==> config.mk <==
export PLATFORM = sky130hd
export DESIGN_NAME = frame_change_detector_top
export DESIGN_NICKNAME = d
export VERILOG_FILES = /design/src/rtl/fcd_pkg.sv /design/src/rtl/frame_change_detector_top.sv
export SDC_FILE = /design/constraint.sdc
export NUM_CORES = 1
export LEC_CHECK = 0
export BUFFER_PORTS_ARGS = -buffer_cell sky130_fd_sc_hd__buf_4
export CAP_MARGIN = 10
export CORE_ASPECT_RATIO = 1.1
export CORE_UTILIZATION = 25
export CTS_CLUSTER_DIAMETER = 80
export DETAILED_ROUTE_END_ITERATION = 8
export GPL_ROUTABILITY_DRIVEN = 0
export HOLD_SLACK_MARGIN = 0.02
export PLACE_DENSITY = 0.43
export REMOVE_ABC_BUFFERS = 1
export SLEW_MARGIN = 20
export SYNTH_ARGS = -nofsm -noshare
export SYNTH_HDL_FRONTEND = slang
export SYNTH_SLANG_ARGS = --single-unit
==> constraint.sdc <==
create_clock -name i_clk -period 8.5 [get_ports i_clk]
set_input_delay 1.7 -clock i_clk [delete_from_list [all_inputs] [get_ports i_clk]]
set_output_delay 1.7 -clock i_clk [all_outputs]
set_load 0.01 [all_outputs]
==> src/rtl/fcd_pkg.sv <==
`timescale 1ns / 1ps
// ----------------------------------------------------------------------------
// Frame change detector package
// Register map, reset values and sizing constants shared by the detector.
// ----------------------------------------------------------------------------
package fcd_pkg;

    // Parameter defaults.
    localparam int MAX_WIDTH_DEF  = 4096;
    localparam int COUNT_BITS_DEF = 24;

    // Fixed field widths.
    localparam int CHAN_BITS  = 8;
    localparam int WIDTH_BITS = 13;
    localparam int STEP_BITS  = 5;
    localparam int PHASE_BITS = 4;
    localparam int PCT_BITS   = 7;
    localparam int OUT_CNT_BITS = 24;
    localparam int APB_ADDR_BITS = 5;
    localparam int APB_DATA_BITS = 32;
    localparam int S_DATA_BITS = 48;
    localparam int M_DATA_BITS = 56;

    // Largest sampling stride.
    localparam logic [STEP_BITS-1:0] STEP_MAX = 5'd16;

    // Scale of the percent comparison.
    localparam logic [PCT_BITS-1:0] PCT_SCALE = 7'd100;

    // Register reset values.
    localparam logic [WIDTH_BITS-1:0] FRAME_WIDTH_RST    = 13'd640;
    localparam logic [STEP_BITS-1:0]  SAMPLE_STEP_RST    = 5'd4;
    localparam logic [CHAN_BITS-1:0]  DIFF_THRESHOLD_RST = 8'd24;
    localparam logic [PCT_BITS-1:0]   READY_PERCENT_RST  = 7'd6;
    localparam logic [PCT_BITS-1:0]   CHANGE_PERCENT_RST = 7'd2;

    // Register index, taken from paddr[4:2].
    typedef enum logic [2:0] {
        REG_FRAME_WIDTH    = 3'd0,
        REG_SAMPLE_STEP    = 3'd1,
        REG_DIFF_THRESHOLD = 3'd2,
        REG_READY_PERCENT  = 3'd3,
        REG_CHANGE_PERCENT = 3'd4
    } t_reg_idx;

endpackage

==> src/rtl/frame_change_detector_top.sv <==
`timescale 1ns / 1ps
// ----------------------------------------------------------------------------
// Frame change detector
// Counts sampled and differing pixels of an old/new frame pair and reports
// both counts with two percent flags at the end of each frame.
// ----------------------------------------------------------------------------
// The block takes one pixel pair per clock unless stalled: a pixel is
// registered, then scored and counted as it leaves that register, and the
// result of a frame is offered from the output register after the frame
// totals have passed the flag stage (three COUNT_BITS by 7-bit products and
// two compares). The pipeline only stalls while a finished result is held at
// the output and m_axis_tready is low; s_axis_tready is then low as well.
module frame_change_detector_top #(
    parameter int MAX_WIDTH  = fcd_pkg::MAX_WIDTH_DEF,
    parameter int COUNT_BITS = fcd_pkg::COUNT_BITS_DEF
) (
    input  logic                              i_clk,
    input  logic                              i_rst_n,
    // APB configuration port
    input  logic                              psel,
    input  logic                              penable,
    input  logic                              pwrite,
    input  logic [fcd_pkg::APB_ADDR_BITS-1:0] paddr,
    input  logic [fcd_pkg::APB_DATA_BITS-1:0] pwdata,
    output logic [fcd_pkg::APB_DATA_BITS-1:0] prdata,
    output logic                              pready,
    // Pixel stream
    input  logic                              s_axis_tvalid,
    output logic                              s_axis_tready,
    // old_blue, old_green, old_red, new_blue, new_green, new_red (8 bits each)
    input  logic [fcd_pkg::S_DATA_BITS-1:0]   s_axis_tdata,
    input  logic                              s_axis_tlast,   // last_pixel
    // Result stream
    output logic                              m_axis_tvalid,
    input  logic                              m_axis_tready,
    // sampled_count[23:0], differing_count[47:24], view_ready[48],
    // change_detected[49], zero fill[55:50]
    output logic [fcd_pkg::M_DATA_BITS-1:0]   m_axis_tdata
);
    import fcd_pkg::*;

    localparam int PB = $clog2(MAX_WIDTH);
    localparam int CW = (PB + 1 > WIDTH_BITS + 1) ? PB + 1 : WIDTH_BITS + 1;
    localparam int PW = COUNT_BITS + PCT_BITS;
    localparam logic [CW-1:0] MAX_W = CW'(MAX_WIDTH);

    function automatic logic [CHAN_BITS-1:0] abs_diff(input logic [CHAN_BITS-1:0] a,
                                                      input logic [CHAN_BITS-1:0] b);
        return (a > b) ? a - b : b - a;
    endfunction

    // ------------------------------------------------------------------
    // Configuration registers
    // ------------------------------------------------------------------
    logic [WIDTH_BITS-1:0] r_frame_width;
    logic [STEP_BITS-1:0]  r_sample_step;
    logic [CHAN_BITS-1:0]  r_diff_threshold;
    logic [PCT_BITS-1:0]   r_ready_percent;
    logic [PCT_BITS-1:0]   r_change_percent;
    t_reg_idx              reg_idx;
    logic                  cfg_wr;

    assign reg_idx = t_reg_idx'(paddr[4:2]);
    assign cfg_wr  = psel && penable && pwrite && pready;
    assign pready  = 1'b1;

    always_ff @(posedge i_clk) begin
        if (!i_rst_n) begin
            r_frame_width    <= FRAME_WIDTH_RST;
            r_sample_step    <= SAMPLE_STEP_RST;
            r_diff_threshold <= DIFF_THRESHOLD_RST;
            r_ready_percent  <= READY_PERCENT_RST;
            r_change_percent <= CHANGE_PERCENT_RST;
        end else if (cfg_wr) begin
            case (reg_idx)
                REG_FRAME_WIDTH:    r_frame_width    <= pwdata[WIDTH_BITS-1:0];
                REG_SAMPLE_STEP:    r_sample_step    <= pwdata[STEP_BITS-1:0];
                REG_DIFF_THRESHOLD: r_diff_threshold <= pwdata[CHAN_BITS-1:0];
                REG_READY_PERCENT:  r_ready_percent  <= pwdata[PCT_BITS-1:0];
                REG_CHANGE_PERCENT: r_change_percent <= pwdata[PCT_BITS-1:0];
                default: ;
            endcase
        end
    end

    always_comb begin
        case (reg_idx)
            REG_FRAME_WIDTH:    prdata = APB_DATA_BITS'(r_frame_width);
            REG_SAMPLE_STEP:    prdata = APB_DATA_BITS'(r_sample_step);
            REG_DIFF_THRESHOLD: prdata = APB_DATA_BITS'(r_diff_threshold);
            REG_READY_PERCENT:  prdata = APB_DATA_BITS'(r_ready_percent);
            REG_CHANGE_PERCENT: prdata = APB_DATA_BITS'(r_change_percent);
            default:            prdata = '0;
        endcase
    end

    // ------------------------------------------------------------------
    // Pipeline control: every stage moves unless a result is held.
    // ------------------------------------------------------------------
    logic adv;
    assign adv           = !m_axis_tvalid || m_axis_tready;
    assign s_axis_tready = adv;

    // Stage 1: input register
    logic                   r_px_valid;
    logic                   r_px_last;
    logic [S_DATA_BITS-1:0] r_px_data;

    always_ff @(posedge i_clk) begin
        if (!i_rst_n) begin
            r_px_valid <= 1'b0;
        end else if (adv) begin
            r_px_valid <= s_axis_tvalid;
        end
    end

    always_ff @(posedge i_clk) begin
        if (adv && s_axis_tvalid) begin
            r_px_data <= s_axis_tdata;
            r_px_last <= s_axis_tlast;
        end
    end

    // ------------------------------------------------------------------
    // Stage 2: scoring, position tracking and counting
    // ------------------------------------------------------------------
    logic [PB-1:0]         r_col_pos;
    logic [PHASE_BITS-1:0] r_col_phase;
    logic [PHASE_BITS-1:0] r_row_phase;
    logic [COUNT_BITS-1:0] r_smp_tot;
    logic [COUNT_BITS-1:0] r_diff_tot;

    logic [PB-1:0]         n_col_pos;
    logic [PHASE_BITS-1:0] n_col_phase;
    logic [PHASE_BITS-1:0] n_row_phase;
    logic [COUNT_BITS-1:0] n_smp_tot;
    logic [COUNT_BITS-1:0] n_diff_tot;

    logic [CW-1:0]         eff_width;
    logic [STEP_BITS-1:0]  eff_step;
    logic [CW-1:0]         pos_inc;
    logic [STEP_BITS-1:0]  col_inc;
    logic [STEP_BITS-1:0]  row_inc;
    logic                  sampled;
    logic                  differs;
    logic                  step_px;

    always_comb begin
        if (r_frame_width == '0) begin
            eff_width = CW'(1);
        end else if (CW'(r_frame_width) > MAX_W) begin
            eff_width = MAX_W;
        end else begin
            eff_width = CW'(r_frame_width);
        end

        if (r_sample_step == '0) begin
            eff_step = STEP_BITS'(1);
        end else if (r_sample_step > STEP_MAX) begin
            eff_step = STEP_MAX;
        end else begin
            eff_step = r_sample_step;
        end
    end

    assign step_px = adv && r_px_valid;
    assign sampled = (r_col_phase == '0) && (r_row_phase == '0);
    assign differs =
        (abs_diff(r_px_data[7:0],   r_px_data[31:24]) > r_diff_threshold) ||
        (abs_diff(r_px_data[15:8],  r_px_data[39:32]) > r_diff_threshold) ||
        (abs_diff(r_px_data[23:16], r_px_data[47:40]) > r_diff_threshold);

    assign pos_inc = CW'(r_col_pos) + CW'(1);
    assign col_inc = STEP_BITS'(r_col_phase) + STEP_BITS'(1);
    assign row_inc = STEP_BITS'(r_row_phase) + STEP_BITS'(1);

    always_comb begin
        n_smp_tot  = r_smp_tot;
        n_diff_tot = r_diff_tot;
        if (sampled) begin
            if (r_smp_tot != '1) begin
                n_smp_tot = r_smp_tot + COUNT_BITS'(1);
            end
            if (differs && (r_diff_tot != '1)) begin
                n_diff_tot = r_diff_tot + COUNT_BITS'(1);
            end
        end

        // A phase at or past a lowered bound wraps on its next advance.
        if (pos_inc >= eff_width) begin
            n_col_pos   = '0;
            n_col_phase = '0;
            n_row_phase = (row_inc >= eff_step) ? '0 : row_inc[PHASE_BITS-1:0];
        end else begin
            n_col_pos   = pos_inc[PB-1:0];
            n_col_phase = (col_inc >= eff_step) ? '0 : col_inc[PHASE_BITS-1:0];
            n_row_phase = r_row_phase;
        end
    end

    always_ff @(posedge i_clk) begin
        if (!i_rst_n) begin
            r_col_pos   <= '0;
            r_col_phase <= '0;
            r_row_phase <= '0;
            r_smp_tot   <= '0;
            r_diff_tot  <= '0;
        end else if (step_px) begin
            if (r_px_last) begin
                r_col_pos   <= '0;
                r_col_phase <= '0;
                r_row_phase <= '0;
                r_smp_tot   <= '0;
                r_diff_tot  <= '0;
            end else begin
                r_col_pos   <= n_col_pos;
                r_col_phase <= n_col_phase;
                r_row_phase <= n_row_phase;
                r_smp_tot   <= n_smp_tot;
                r_diff_tot  <= n_diff_tot;
            end
        end
    end

    // Frame totals, captured on the last pixel.
    logic                  r_fin_valid;
    logic [COUNT_BITS-1:0] r_fin_smp;
    logic [COUNT_BITS-1:0] r_fin_diff;

    always_ff @(posedge i_clk) begin
        if (!i_rst_n) begin
            r_fin_valid <= 1'b0;
        end else if (adv) begin
            r_fin_valid <= r_px_valid && r_px_last;
        end
    end

    always_ff @(posedge i_clk) begin
        if (step_px && r_px_last) begin
            r_fin_smp  <= n_smp_tot;
            r_fin_diff <= n_diff_tot;
        end
    end

    // ------------------------------------------------------------------
    // Stage 3: percent flags by cross-multiplication, output register
    // ------------------------------------------------------------------
    logic [PW-1:0] diff_scaled;
    logic [PW-1:0] ready_lim;
    logic [PW-1:0] change_lim;
    logic          n_view_ready;
    logic          n_change_det;

    assign diff_scaled = PW'(r_fin_diff) * PW'(PCT_SCALE);
    assign ready_lim   = PW'(r_ready_percent) * PW'(r_fin_smp);
    assign change_lim  = PW'(r_change_percent) * PW'(r_fin_smp);

    // An empty frame always reports a change.
    assign n_view_ready = (r_fin_smp == '0) || (diff_scaled >= ready_lim);
    assign n_change_det = (r_fin_smp == '0) || (diff_scaled >= change_lim);

    logic                  r_out_valid;
    logic [COUNT_BITS-1:0] r_out_smp;
    logic [COUNT_BITS-1:0] r_out_diff;
    logic                  r_out_ready;
    logic                  r_out_change;

    always_ff @(posedge i_clk) begin
        if (!i_rst_n) begin
            r_out_valid <= 1'b0;
        end else if (adv) begin
            r_out_valid <= r_fin_valid;
        end
    end

    always_ff @(posedge i_clk) begin
        if (adv && r_fin_valid) begin
            r_out_smp    <= r_fin_smp;
            r_out_diff   <= r_fin_diff;
            r_out_ready  <= n_view_ready;
            r_out_change <= n_change_det;
        end
    end

    assign m_axis_tvalid = r_out_valid;
    assign m_axis_tdata  = {6'b0, r_out_change, r_out_ready,
                            OUT_CNT_BITS'(r_out_diff), OUT_CNT_BITS'(r_out_smp)};

    // ------------------------------------------------------------------
    // Assertions
    // ------------------------------------------------------------------
    a_diff_le_smp: assert property (@(posedge i_clk) disable iff (!i_rst_n)
        r_diff_tot <= r_smp_tot)
        else $error("differing total exceeds sampled total");

    a_empty_flags: assert property (@(posedge i_clk) disable iff (!i_rst_n)
        (r_out_valid && (r_out_smp == '0)) |-> (r_out_ready && r_out_change))
        else $error("empty frame did not report both flags");

    a_clear_after_last: assert property (@(posedge i_clk) disable iff (!i_rst_n)
        (step_px && r_px_last) |=> ((r_smp_tot == '0) && (r_col_pos == '0)))
        else $error("frame state not cleared after last pixel");

    a_out_from_fin: assert property (@(posedge i_clk) disable iff (!i_rst_n)
        $rose(r_out_valid) |-> $past(r_fin_valid))
        else $error("result appeared without captured totals");

endmodule
**Word-level counts from Yosys, hierarchy flattened**

Index checks and enable logic that the tools add are counted.

- Output and inout bits: 91
- Logic and storage cells: 104
- Input port bits: 93
- Bits in registers: 258

- Reduce and logical (&&, ||, !) cells: 28
- Mux-type cells: 22
- Order comparisons: 13
- Equal/unequal tests: 6
- Multiply operators: 3
- $add $sub $neg: 11

Operators with widths:

| kind | number |
|---|---|
| $mux 24 | 6 |
| $pmux 13 s5 | 1 |
| $ge 31x31->1 | 2 |
| $mul 7x24->31 | 2 |
| $add 24x1->24 const B | 2 |
| $gt 8x8->1 | 6 |
| $ne 24x24->1 const B | 2 |
| $sub 8x8->8 | 6 |
| $mul 24x5->29 const B | 1 |
| $mux 13 | 2 |
| $logic_not 24->1 | 1 |
| $mux 12 | 2 |
| $mux 4 | 6 |
| $mux 8 | 3 |
| $ge 13x14->1 | 1 |
| $add 12x1->13 const B | 1 |
| $gt 13x13->1 const B | 1 |
| $logic_not 13->1 | 1 |
| $reduce_and 2->1 | 6 |
| $add 4x1->5 const B | 2 |
| $ge 5x5->1 | 2 |
| $mux 5 | 2 |
| $logic_and 1x1->1 | 9 |
| $logic_not 4->1 | 2 |
| 9 further kinds | 14 |

**Logic depth before layout (Yosys ltp)**

- Word-level depth: 9
- Mapped depth: 30
- Gate-level depth less buffers: 29

**Worst setup path after synthesis**

Ideal clock, no wire load.

- Path type: register to register
- From: register r_fin_smp[3]
- To: register r_out_ready (data pin)
- Setup slack: 1.952 ns
- Cell stages (with the launch flop): 31
- Path buffers: 1
- Library setup time: 0.272 ns
- Required time: 8.228 ns
- Period minus slack after synthesis: 6.548 ns
- Data arrival time: 6.276 ns
- Path through: edfxtp_1 clkbuf_1 and2_1 fa_1 inv_1 fa_1 inv_1 fa_1 inv_1 fa_1 inv_1 ha_1 nand4_1 or3_1 a31oi_1 nor2_1 o21bai_1 a21o_1 a21o_1 a21oi_1 xor2_1 ha_1 a21o_1 a21o_1 a21oi_1 nor2_1 a2111oi_0 o221ai_1 o21ai_0 a211oi_1 or4_1

- Cells in the longest elaborated chain, start to end: 3
- Elaborated cells between the ends (all ways): 4
- Those cells by class: mul (1); order compare (1); reduce/logical (2)

Ends and longest elaborated chain:

| item | line | text |
|---|---|---|
| start: declaration | frame_change_detector_top.sv:227 | `logic [COUNT_BITS-1:0] r_fin_smp;` |
| start signal: assignment | frame_change_detector_top.sv:240 | `r_fin_smp <= n_smp_tot;` |
| $mul 7x24->31 | frame_change_detector_top.sv:255 | `assign ready_lim = PW'(r_ready_percent) * PW'(r_fin_smp);` |
| $ge 31x31->1 | frame_change_detector_top.sv:259 | `assign n_view_ready = (r_fin_smp == '0) \|\| (diff_scaled >= ready_lim);` |
| $logic_or 1x1->1 * | frame_change_detector_top.sv:259 |  |
| via n_view_ready | frame_change_detector_top.sv:251 | `logic n_view_ready;` |
| end signal: assignment | frame_change_detector_top.sv:280 | `r_out_ready <= n_view_ready;` |
| end: declaration | frame_change_detector_top.sv:265 | `logic r_out_ready;` |

The timed path passes the listed nets; every way through them passes the cells marked *.
A chain may end at the register's enable or synchronous reset.

**Final worst setup path**

- From: register r_ready_percent[3]
- To: register r_out_ready (data pin)

- Cells in the longest elaborated chain, start to end: 3

Ends and longest elaborated chain:

| item | line | text |
|---|---|---|
| start: declaration | frame_change_detector_top.sv:58 | `logic [PCT_BITS-1:0] r_ready_percent;` |
| start signal: assignment | frame_change_detector_top.sv:79 | `REG_READY_PERCENT: r_ready_percent <= pwdata[PCT_BITS-1:0];` |
| $mul 7x24->31 | frame_change_detector_top.sv:255 |  |
| $ge 31x31->1 | frame_change_detector_top.sv:259 |  |
| $logic_or 1x1->1 | frame_change_detector_top.sv:259 |  |
| via n_view_ready | frame_change_detector_top.sv:251 |  |

The timed path passes the listed nets, and every way through them passes these cells.

==> impl_results.md <==
* # IOs at 184
* Sequential share of power at 29.6%
* Reg2reg start: r_ready_percent[3]
* Grt total ovfl at 0
* Synth unique cells at 87
* Setup Skew at 0.0330 ns
* Fraction of layout cells with a size suffix above 1 at 9.36%
* Crit path capture type: flip-flop
* Initial drt markers at 821
* Initial antenna violation count at 4
* Vias in the first global route at 21100
* Status: finished clean
* Post-Syn Instances at 2925
* Worst Max-Slew Pin Slew at 1.02 ns
* Critical Path Slowest Stage Cell: dfxtp_1
* Post-synthesis mux area share at 2.12%
* Largest net degree at the start of global routing at 87
* Peak supply drop at 0.136 mV
* Largest family of logic cells by synthesized area: adder cells
* Post-Synth Adder-Cell Area at 32.5%
* Ys Warns at 0
* Crit path required time at 8.82 ns
* Hold Path Stages at 1
* Final WL at 77500 um
* Met3 GRT Util at 1.81%
* Post-cts hold buffer count at 0
* Post-detailed-placement half-perimeter wirelength at 60100 um
* Post-synthesis register bit count at 258
* H-Tree Level Count at 2
* Top_reg_cell synth: edfxtp_1
* Rel. slew slack at 31.6%
* EDFF count, synth at 147
* Reg-to-reg slack, setup at 0.68 ns
* R2R cell count at 27
* Simple-Gate Fraction of Synth Area at 17.6%
* Placed insts at 4413
* Die W at 319 um
* CTS tree: built
* Critical path buffers and inverters at 3
* Initial Util at 25.3%
* Max-cap viol count at 0
* NetSw at 1.67 mW
* Crit path max-delay family: adder cells
* Layout area overhead at 14.2%
* Post-CTS Setup Inserts at 0
* Critical path arrival at 8.14 ns
* Register area share after synthesis at 24.0%
* P per Cell Area at 149 nW/um2
* Core area at 109000 um2
* Post-Layout Cell Count at 4489
* Syn avg cell area at 9.46 um2
* Placed inst area at 30300 um2
* FP Rows at 127
* Routed len/inst at 17.3 um
* CP peak stage delay at 0.80 ns
* Complex-gate fraction of the synthesized area at 12.4%
* Worst hold path type: reg2reg
* Critical Path Source Type: flip-flop
* Int Pwr at 3.04 mW
* Via count at 20600
* M2 GR Usage at 24.1%
* I/O Buffers at 136
* Min Tclk post-route at 7.82 ns
* Drt pass-1 iters at 5
* Combinational power share at 35.2%
* Reg-to-reg endpoint: r_out_ready
* Die height at 351 um
* DRC Markers at 0
* Period utilization at 92.0%
* FFs w/ async S/R, synth at 0%
* Resized cells post-CTS at 0
* Setup CP Type: reg2reg
* Global-route wire length before repair at 122000 um
* Final Hold Viols at 0
* DR vias/cell at 4.58
* CTS Buffer Depth at 3
* Max FO, Critical Path at 18
* Clk pwr share at 35.1%
* Post-Synth XOR/XNOR Area at 4.72%
* Peak Freq at 128 MHz
* Clk sinks at 258
* TNS Setup at 0 ns
* Cell area after layout at 31600 um2
* Hold path start: r_fin_valid
* Switching share of total power at 35.5%
* Die area at 112000 um2
* GRT Overall Usage at 14.0%
* NumNets Final at 3704
* Worst Hold End: m_axis_tvalid
* GRT Max-Usage Layer: met2
* RSZ-0062 raised after global routing: no
* Final Max Tran Viols at 0
* Leak pwr at 14.2 nW
* Routing usage on met1 at 18.5%
* Final setup fails at 0
* CTS root buf: clkbuf_16
* Mapped Area at 27700 um2
* Clock Latency Late Sink at 0.59 ns
* CTS buffer count at 41
* Clock transition at path regs at 0.06 ns
* Post-DRT Antenna Nets at 0
worst max path at each step:
stage	startpoint	end	slack, ns	cells past startpoint
6_report	r_ready_percent[3]	r_out_ready	0.68	27
5_1_grt	r_ready_percent[3]	r_out_ready	0.16	27
4_1_cts	r_ready_percent[3]	r_out_ready	0.81	27
3_5_place_dp	r_ready_percent[3]	r_out_ready	0.87	27
3_3_place_gp	r_ready_percent[3]	r_out_ready	0.87	27
2_1_floorplan	r_ready_percent[6]	r_out_ready	1.99	28
routing by layer:
metal	up-vias	wire length, um	part of all wire (%)
met3	65	2570	3.3
met5	-	0	0
met2	286	37600	48
li1	10100	-	-
met1	10100	36200	47
met4	0	1150	1.5
layout by cell type, fill, tap and decap left out, types with 62 or more instances in the layout:
cell,instances
edfxtp_1,147
ha_1,331
nor2_1,87
dfxtp_1,111
xnor2_1,87
a21oi_1,123
o21ai_0,104
xor2_1,62
and2_1,286
inv_1,315
fa_1,243
nand2_1,229
buf_4,182
final cells by class:
type,count,area [um2]
sequential,258,6640
timing repair buffer,182,1370
tap,1419,1780
clock buffer,57,1160
antenna,3,7.51
multi-input combinational,2237,19300
fill,11700,77700
clock inverter,16,143
inverter,317,1190
power by group through the flow:
stage | clock [mW] | combinational (mW) | sequential (mW)
floorplan | 0 | 1.18 | 1.41
global placement | 0 | 1.68 | 1.42
detailed placement | 0 | 1.68 | 1.42
CTS | 1.73 | 1.69 | 1.40
global route | 1.78 | 1.90 | 1.40
finish | 1.66 | 1.66 | 1.40
kinds of logic after synthesis:
family	after synthesis
muxes	57
other	2
adders and majority gates	574
and+or+nand+nor	912
xor gates and xnor gates	149
DFF	258
AOI/OAI and AO/OA	519
buffers and inverters	454
registers in the layout (all words and copies together) (netlist names), 4 cells and up:
| name | cells |
|---|---|
| r_px_data | 48 |
| r_diff_tot | 24 |
| r_fin_diff | 24 |
| r_fin_smp | 24 |
| r_out_diff | 24 |
| r_out_smp | 24 |
| r_smp_tot | 24 |
| r_frame_width | 13 |
| r_col_pos | 12 |
| r_diff_threshold | 8 |
| r_change_percent | 7 |
| r_ready_percent | 7 |
| r_sample_step | 5 |
| r_col_phase | 4 |
| r_row_phase | 4 |
stage by stage:
step | hold WS (ns) | utilization [%] | power [mW] | setup WS [ns]
floorplan | 0.455 | - | 2.59 | 1.99
global placement | 0.481 | 27.7 | 3.10 | 0.869
detailed placement | 0.481 | 27.7 | 3.10 | 0.873
CTS | 0.489 | 28.9 | 4.82 | 0.814
global route | 0.515 | 28.9 | 5.07 | 0.161
finish | 0.487 | 28.9 | 4.71 | 0.682
cells in the mapped netlist, types with 38 or more instances:
| library cell | number | area (um2) |
|---|---|---|
| inv_1 | 315 | 1180 |
| xnor2_1 | 87 | 762 |
| ha_1 | 331 | 4140 |
| nand3_1 | 53 | 265 |
| and2_1 | 288 | 1800 |
| nand2_1 | 229 | 860 |
| nor2_1 | 87 | 327 |
| fa_1 | 243 | 4860 |
| nand4_1 | 38 | 238 |
| mux2i_1 | 45 | 450 |
| edfxtp_1 | 147 | 4410 |
| o21ai_0 | 104 | 521 |
| nor3_1 | 38 | 190 |
| clkbuf_1 | 95 | 357 |
| xor2_1 | 62 | 543 |
| dfxtp_1 | 111 | 2220 |
| a21oi_1 | 123 | 616 |
| a21o_1 | 59 | 443 |
| nor2b_1 | 61 | 382 |
(Power assumes the default switching activity.)
